[src/utf8s_pkg.sv]
// ----------------------------------------------------------------------------
// utf8s_pkg
// Shared types and constants of the UTF-8 sanitizer: byte class thresholds,
// the replacement character and the per-beat result bundle.
// ----------------------------------------------------------------------------
package utf8s_pkg;

  // Lead byte thresholds.
  localparam logic [7:0] ASCII_END   = 8'h80;  // below: one-byte character
  localparam logic [7:0] LEAD2_BEGIN = 8'hC2;  // first valid two-byte lead
  localparam logic [7:0] LEAD3_BEGIN = 8'hE0;  // first three-byte lead
  localparam logic [7:0] LEAD4_BEGIN = 8'hF0;  // first four-byte lead
  localparam logic [7:0] LEAD_END    = 8'hF5;  // from here on: invalid lead

  // Continuation bytes match 10xxxxxx.
  localparam logic [7:0] CONT_MASK = 8'hC0;
  localparam logic [7:0] CONT_TAG  = 8'h80;

  // Replacement character '?'.
  localparam logic [7:0] REPL_CHAR = 8'h3F;

  // Largest number of output bytes that one input beat can cause.
  localparam int unsigned MAX_OUT = 4;

  // Bytes of an unfinished sequence.
  typedef logic [2:0][7:0] held_t;

  // Control state of the decoder.
  typedef struct packed {
    logic [1:0] held_cnt;  // bytes held
    logic [1:0] need_cnt;  // continuation bytes still missing
    logic       err;       // a replacement happened in this stream
  } dec_state_t;

  // Output bytes caused by one input beat.
  typedef struct packed {
    logic [MAX_OUT-1:0][7:0] data;
    logic [MAX_OUT-1:0]      repl;
    logic [2:0]              cnt;      // 0 .. MAX_OUT
    logic                    last;     // beat closed the stream
    logic                    err;      // stream error flag, valid with last
  } bundle_t;

endpackage

[src/utf8s_step.sv]
// ----------------------------------------------------------------------------
// utf8s_step
// Combinational decode of one input byte against the held sequence: gives
// the next decoder state and the list of output bytes for this beat.
// ----------------------------------------------------------------------------
module utf8s_step (
  input  utf8s_pkg::dec_state_t state_i,
  input  utf8s_pkg::held_t      held_i,
  input  logic [7:0]            byte_i,
  input  logic                  last_i,
  output utf8s_pkg::dec_state_t state_o,
  output utf8s_pkg::held_t      held_o,
  output utf8s_pkg::bundle_t    bundle_o
);
  import utf8s_pkg::*;

  // Appends one byte to the bundle.
  function automatic bundle_t put(bundle_t b, logic [7:0] d, logic r);
    if (b.cnt < 3'(MAX_OUT)) begin
      b.data[b.cnt[1:0]] = d;
      b.repl[b.cnt[1:0]] = r;
      b.cnt              = b.cnt + 3'd1;
    end
    return b;
  endfunction

  logic       idle;
  logic       is_cont;
  logic       do_lead;
  logic [1:0] hc;
  logic [1:0] nc;
  logic [1:0] lead_need;
  logic       err_all;
  bundle_t    res;

  assign idle    = (state_i.held_cnt == 2'd0) || (state_i.need_cnt == 2'd0);
  assign is_cont = (byte_i & CONT_MASK) == CONT_TAG;

  always_comb begin
    if (byte_i < LEAD3_BEGIN) begin
      lead_need = 2'd1;
    end else if (byte_i < LEAD4_BEGIN) begin
      lead_need = 2'd2;
    end else begin
      lead_need = 2'd3;
    end
  end

  always_comb begin
    res     = '0;
    hc      = state_i.held_cnt;
    nc      = state_i.need_cnt;
    held_o  = held_i;
    do_lead = 1'b0;

    if (idle) begin
      hc      = 2'd0;
      nc      = 2'd0;
      do_lead = 1'b1;
    end else if (is_cont) begin
      if (state_i.need_cnt == 2'd1) begin
        // Sequence complete: release the held bytes and this one.
        for (int i = 0; i < 3; i++) begin
          if (i < state_i.held_cnt) begin
            res = put(res, held_i[i], 1'b0);
          end
        end
        res = put(res, byte_i, 1'b0);
        hc  = 2'd0;
        nc  = 2'd0;
      end else if (state_i.held_cnt < 2'd3) begin
        held_o[state_i.held_cnt] = byte_i;
        hc = state_i.held_cnt + 2'd1;
        nc = state_i.need_cnt - 2'd1;
      end else begin
        for (int i = 0; i < 3; i++) begin
          if (i < state_i.held_cnt) begin
            res = put(res, REPL_CHAR, 1'b1);
          end
        end
        hc = 2'd0;
        nc = 2'd0;
      end
    end else begin
      // Broken sequence: each held byte becomes a replacement, then the
      // new byte is decoded as a lead.
      for (int i = 0; i < 3; i++) begin
        if (i < state_i.held_cnt) begin
          res = put(res, REPL_CHAR, 1'b1);
        end
      end
      hc      = 2'd0;
      nc      = 2'd0;
      do_lead = 1'b1;
    end

    if (do_lead) begin
      if (byte_i < ASCII_END) begin
        res = put(res, byte_i, 1'b0);
      end else if (byte_i < LEAD2_BEGIN || byte_i >= LEAD_END) begin
        res = put(res, REPL_CHAR, 1'b1);
      end else begin
        held_o[0] = byte_i;
        hc        = 2'd1;
        nc        = lead_need;
      end
    end

    // End of stream cuts off whatever is still held.
    if (last_i && hc != 2'd0) begin
      for (int i = 0; i < 3; i++) begin
        if (i < hc) begin
          res = put(res, REPL_CHAR, 1'b1);
        end
      end
      hc = 2'd0;
      nc = 2'd0;
    end

    err_all  = state_i.err | (|res.repl);
    res.last = last_i;
    res.err  = err_all;

    state_o.held_cnt = last_i ? 2'd0 : hc;
    state_o.need_cnt = last_i ? 2'd0 : nc;
    state_o.err      = last_i ? 1'b0 : err_all;
    bundle_o         = res;
  end

endmodule

[src/utf8_sanitizer.sv]
// Path: an input beat passes the input register, then the result register,
//   before its first output beat; beats that only extend a sequence give none.
// Throughput: one input beat per cycle while the output is not stalled and each
//   beat yields at most one byte; else the next beat waits for its last byte.
// Reset: asynchronous, active low; clears the decoder state, the error flag and
//   both valid flags. Held sequence bytes and payload registers are not reset.
// ----------------------------------------------------------------------------
// utf8_sanitizer
// Streaming UTF-8 validator that passes well-formed sequences through and
// replaces bad leads and broken or truncated sequences with '?', byte by byte.
// ----------------------------------------------------------------------------
module utf8_sanitizer (
  input  logic       clk_i,
  input  logic       rst_ni,
  // Input channel
  input  logic       in_valid_i,
  output logic       in_stall_o,
  input  logic [7:0] in_byte_i,
  input  logic       last_byte_i,
  // Output channel
  output logic       out_valid_o,
  input  logic       out_stall_i,
  output logic [7:0] out_byte_o,
  output logic       replaced_o,
  output logic       run_last_o,
  output logic       stream_last_o,
  output logic       stream_had_error_o
);
  import utf8s_pkg::*;

  // Input register. It takes a new beat whenever it is empty or its current
  // beat moves into the decoder in the same cycle.
  logic       in_vld_q;
  logic [7:0] in_byte_q;
  logic       in_last_q;

  // Decoder state: control part with reset, held bytes without.
  dec_state_t st_q;
  dec_state_t st_d;
  held_t      held_q;
  held_t      held_d;

  // Result register: all bytes of one beat, drained one per cycle unless stalled.
  bundle_t    bun_q;
  bundle_t    bun_d;
  logic       bun_vld_q;
  logic [1:0] idx_q;

  logic in_fire;
  logic out_fire;
  logic bun_free;
  logic consume;

  utf8s_step u_step (
    .state_i  (st_q),
    .held_i   (held_q),
    .byte_i   (in_byte_q),
    .last_i   (in_last_q),
    .state_o  (st_d),
    .held_o   (held_d),
    .bundle_o (bun_d)
  );

  // The result register frees up when it is empty or its final byte leaves
  // this cycle. Only then is the registered input beat decoded, so the
  // decoder state always advances together with the bundle load.
  assign out_fire   = out_valid_o && !out_stall_i;
  assign bun_free   = !bun_vld_q || (out_fire && run_last_o);
  assign consume    = in_vld_q && bun_free;
  assign in_stall_o = in_vld_q && !consume;
  assign in_fire    = in_valid_i && !in_stall_o;

  always_ff @(posedge clk_i or negedge rst_ni) begin
    if (!rst_ni) begin
      in_vld_q  <= 1'b0;
      st_q      <= '0;
      bun_vld_q <= 1'b0;
      idx_q     <= 2'd0;
    end else begin
      if (in_fire) begin
        in_vld_q <= 1'b1;
      end else if (consume) begin
        in_vld_q <= 1'b0;
      end

      if (consume) begin
        st_q      <= st_d;
        // A beat that only extends a pending sequence leaves nothing to send.
        bun_vld_q <= (bun_d.cnt != 3'd0);
        idx_q     <= 2'd0;
      end else if (out_fire) begin
        if (run_last_o) begin
          bun_vld_q <= 1'b0;
        end else begin
          idx_q <= idx_q + 2'd1;
        end
      end
    end
  end

  // Payload registers carry no reset.
  always_ff @(posedge clk_i) begin
    if (in_fire) begin
      in_byte_q <= in_byte_i;
      in_last_q <= last_byte_i;
    end
    if (consume) begin
      held_q <= held_d;
      bun_q  <= bun_d;
    end
  end

  // Output beat selection from the bundle.
  assign out_valid_o        = bun_vld_q;
  assign out_byte_o         = bun_q.data[idx_q];
  assign replaced_o         = bun_q.repl[idx_q];
  assign run_last_o         = ({1'b0, idx_q} == (bun_q.cnt - 3'd1));
  assign stream_last_o      = run_last_o && bun_q.last;
  assign stream_had_error_o = stream_last_o && bun_q.err;

  // A loaded bundle always holds between one and four bytes, and the read
  // index stays inside it.
  a_bundle_cnt: assert property (@(posedge clk_i) disable iff (!rst_ni)
    bun_vld_q |-> (bun_q.cnt != 3'd0) && (bun_q.cnt <= 3'(MAX_OUT))
                  && ({1'b0, idx_q} < bun_q.cnt))
    else $error("result bundle count or index out of range");

  // Held bytes plus missing bytes never exceed a four-byte sequence, and
  // bytes are missing only while a lead is held.
  a_seq_len: assert property (@(posedge clk_i) disable iff (!rst_ni)
    ({1'b0, st_q.held_cnt} + {1'b0, st_q.need_cnt} <= 3'd4)
    && ((st_q.need_cnt == 2'd0) || (st_q.held_cnt != 2'd0)))
    else $error("decoder sequence state inconsistent");

  // The end of a stream always yields output and returns the decoder to its
  // reset state.
  a_stream_end: assert property (@(posedge clk_i) disable iff (!rst_ni)
    consume && in_last_q |=> bun_vld_q && (st_q.held_cnt == 2'd0)
                             && (st_q.need_cnt == 2'd0) && !st_q.err)
    else $error("stream end did not flush and clear the decoder");

  // The input register is not overwritten while its beat waits.
  a_in_hold: assert property (@(posedge clk_i) disable iff (!rst_ni)
    in_vld_q && !consume |=> in_vld_q && $stable(in_byte_q) && $stable(in_last_q))
    else $error("pending input beat lost");

endmodule
[config.mk]
export PLATFORM = sky130hd
export DESIGN_NAME = utf8_sanitizer
export DESIGN_NICKNAME = d
export VERILOG_FILES = /design/src/utf8s_pkg.sv /design/src/utf8s_step.sv /design/src/utf8_sanitizer.sv
export SDC_FILE = /design/constraint.sdc
export NUM_CORES = 1
export LEC_CHECK = 0
export BUFFER_PORTS_ARGS = -buffer_cell sky130_fd_sc_hd__buf_2
export CAP_MARGIN = 0
export CORE_UTILIZATION = 55
export CTS_BUF_LIST = sky130_fd_sc_hd__clkbuf_4
export DETAILED_ROUTE_END_ITERATION = 16
export GPL_TIMING_DRIVEN = 0
export HOLD_SLACK_MARGIN = 0.12
export PLACE_DENSITY = 0.73
export SYNTH_ARGS = -nofsm -noshare
export SYNTH_HDL_FRONTEND = slang
export SYNTH_SLANG_ARGS = --single-unit
[constraint.sdc]
create_clock -name clk_i -period 11.1 [get_ports clk_i]
set_input_delay 1.665 -clock clk_i [delete_from_list [all_inputs] [get_ports clk_i]]
set_output_delay 1.665 -clock clk_i [all_outputs]
set_load 0.02 [all_outputs]
==> metrics.yaml <==
routing:
  wl_met2_um: 5690
  ant_nets: 0
  dr.pass1.iters: 13
  m1WireLength_um: 5940
  routedWlPerCell_um: 20.1
  top_layer: "met4"
  via_per_inst: 6.43
  drcViolationCount: 1
  wl_met3_um: 1070
  routed_wl_um: 13000
  via_count: 4164
  drt_iter0_drc: 505
power:
  clockPowerShare_pct: 14.1
  combinationalPowerShare_pct: 44.6
  intPower_uw: 684
  ir_worst_vdd_mv: 0.0971
  power_leakage_uw: 0.00207
  swShare_pct: 42.3
  p_switching_uw: 501
  pwr-share-seq_pct: 41.4
  power_density_nw_per_um2: 215
placement:
  dp_hpwl_um: 9760
  gp_congestion: 0.952
  place.port_buffers: 26
critical_path:
  critical_path_class: "reg -> reg"
  cp_max_fo: 10
  crit_arrival_ps: 7170
  critPathMaxStageDelay_ps: 540
  crit_required_ps: 11450
  critPathCaptureType: "flip-flop"
  worstSetupStartpointType: "flip-flop"
  cp_slowest_cell: "dfrtp_1"
final_layout:
  area_growth_syn_to_layout_pct: 8.04
  fillers: 758
  nNetsFinal: 571
  drive_gt1_share_pct: 15.2
  multi_input_area_um2: 2430
  n_antenna_cell: 0
  seqCellArea_um2: 2450
yosys:
  ys.flop_type: "edfxtp_1"
  yosysTopAreaCell: "edfxtp_1"
  synthesis.nets: 533
  syn-instance-count: 497
  synth_top_area_share_pct: 43.6
  synth-seq-area-share_pct: 48.0
  synthesis.area_um2: 5100
  yosysMostFrequentCell: "edfxtp_1"
  syn_avg_cell_area_um2: 10.3
  yosysWarnings: 0
  synth_cell_types: 73
  ys_async_sr_fraction_pct: 10.8
  synth_common_cells: "edfxtp_1, nand2_1, o21ai_0"
  ys_seq_elements: 83
  synthTopCellsByArea: "edfxtp_1, ha_1, nand2_1"
  synth-edff-count: 74
clocking:
  cts_root_buf: "clkbuf_4"
  clk_path_buf_depth: 2
  ctsHoldBuffers: 0
  cts_tree: "yes"
  clock_sinks: 83
  clk_pin_slew_worst_paths_ps: 150
  htree_levels: 3
  cts_setup_buffers: 0
  clkLatencyLatePin_ps: 450
  cts_resized: 0
  numCtsBuffers: 9
timing:
  finalSetupViolCount: 0
  worst_pin_slew_ps: 1120
  skew_ps: 19.7
  fin_crit_sh_pct: 61.4
  slew-limit-headroom_pct: 24.4
  final.setup.tns_ps: 0
  rsz0062_at_grt: "no"
  fmax_ghz: 0.147
  fin_crit_ps: 6810
  hold_violations: 0
  hold_slack_ps: 499
  slew_viol_final: 0
floorplanning:
  chipHeight_um: 98.3
  start_util_pct: 57.7
  dieWidth_um: 98.3
  io_pins: 27
  core_area_um2: 8850
  die_area_um2: 9670
  fp-row-count: 34
grt:
  grt_pass1_wl_um: 20700
  grt_use_total_pct: 28.3
  grt_pass1_vias: 3812
  antenna_found_initial: 0
  grt_overflow: 0
  grt_max_degree: 41
status:
  status: "finished with violations"
  violations: "DRC"
flow_run:
  cap_violations: 0
min_path:
  min_path_type: "reg -> reg"
[stage by stage]
step | instances | setup WS, ps | power (uW) | area [um^2] | util, %
after CTS | 648 | 4450 | 1180 | 5510 | 62.3
after global routing | 648 | 3990 | 1260 | 5510 | 62.3
after global placement | 631 | 4570 | 1000 | 5370 | 60.7
after detailed placement | 632 | 4490 | 1020 | 5390 | 60.9
final | 648 | 4290 | 1190 | 5510 | 62.3
after floorplan | 497 | 5640 | 863 | 5100 | -
[area by class of cell]
cell class                 instances  area share, %
tap                              108           2.45
clock inverter                     7           1.04
buffer                            25           2.04
inverter                          29           1.97
timing repair buffer              27           2.72
sequential                        83           44.4
multi-input combinational        360           44.1
clock buffer                       9           1.23
[flip-flops by register name, indices dropped and copies added, names as in the netlist]
name,cells
bun_q,41
held_q,24
in_byte_q,8
st_q,5
idx_q,2
in_last_q,1
in_vld_q,1
out_valid_o,1
[worst max-delay path: cells and delay by family, from the launching register on]
family,cells,cell delay [ps]
adders and majority gates,4,950
buffers and inverters,6,1110
and+or+nand+nor,8,2600
AOI/OAI and AO/OA,5,950
DFF,1,540
muxes,2,570
[path summary, 6_finish.rpt]
kind	from	end	slack (ps)	cells past startpoint
min in group asynchronous	rst_ni	st_q[4]$_DFFE_PN0P_	1060	1
max reg2reg	st_q[4]$_DFFE_PN0P_	st_q[0]$_DFFE_PN0P_	4290	25
min	in_byte_q[4]$_DFFE_PP_	held_q[12]$_DFFE_PP_	500	0
max in group asynchronous	rst_ni	out_valid_o$_DFFE_PN0P_	9840	1
min reg2reg	in_byte_q[4]$_DFFE_PP_	held_q[12]$_DFFE_PP_	500	0
max	st_q[4]$_DFFE_PN0P_	st_q[0]$_DFFE_PN0P_	4290	25
[logic make-up (layout without fill, tap and decap cells)]
kind of cell	count (synthesis)	in the layout	synth area share, %
AOI/OAI and AO/OA	137	137	18.2
DFF	83	83	48.0
buffers and inverters	54	97	4.34
xor gates and xnor gates	6	6	1.03
adders and majority gates	23	23	5.64
and+or+nand+nor	180	180	17.8
muxes	14	14	5.00
[power groups by stage]
stage,Combinational [uW],Clock (uW),Sequential [uW]
2_1_floorplan,377,0,486
3_3_place_gp,503,0,499
3_5_place_dp,523,0,497
4_1_cts,524,168,490
5_1_grt,578,179,499
6_report,528,167,490
[layout by cell type (no fill, tap or decap), types with 10 or more instances in the layout]
master and count:
nand3_1 22, ha_1 23, nor2_1 34, edfxtp_1 74
and3_1 11, a21oi_1 29, o21ai_0 40, a31oi_1 10
clkbuf_1 14, inv_1 26, nand2_1 63, buf_2 32
[metal layers]
layer / vias to the layer above / track usage, %
met2: 216 / 42.1
met5: - / 0
met3: 28 / 4.01
met4: 0 / 10.1
li1: 1929 / -
met1: 1991 / 42.4
(Power assumes the default switching activity.)
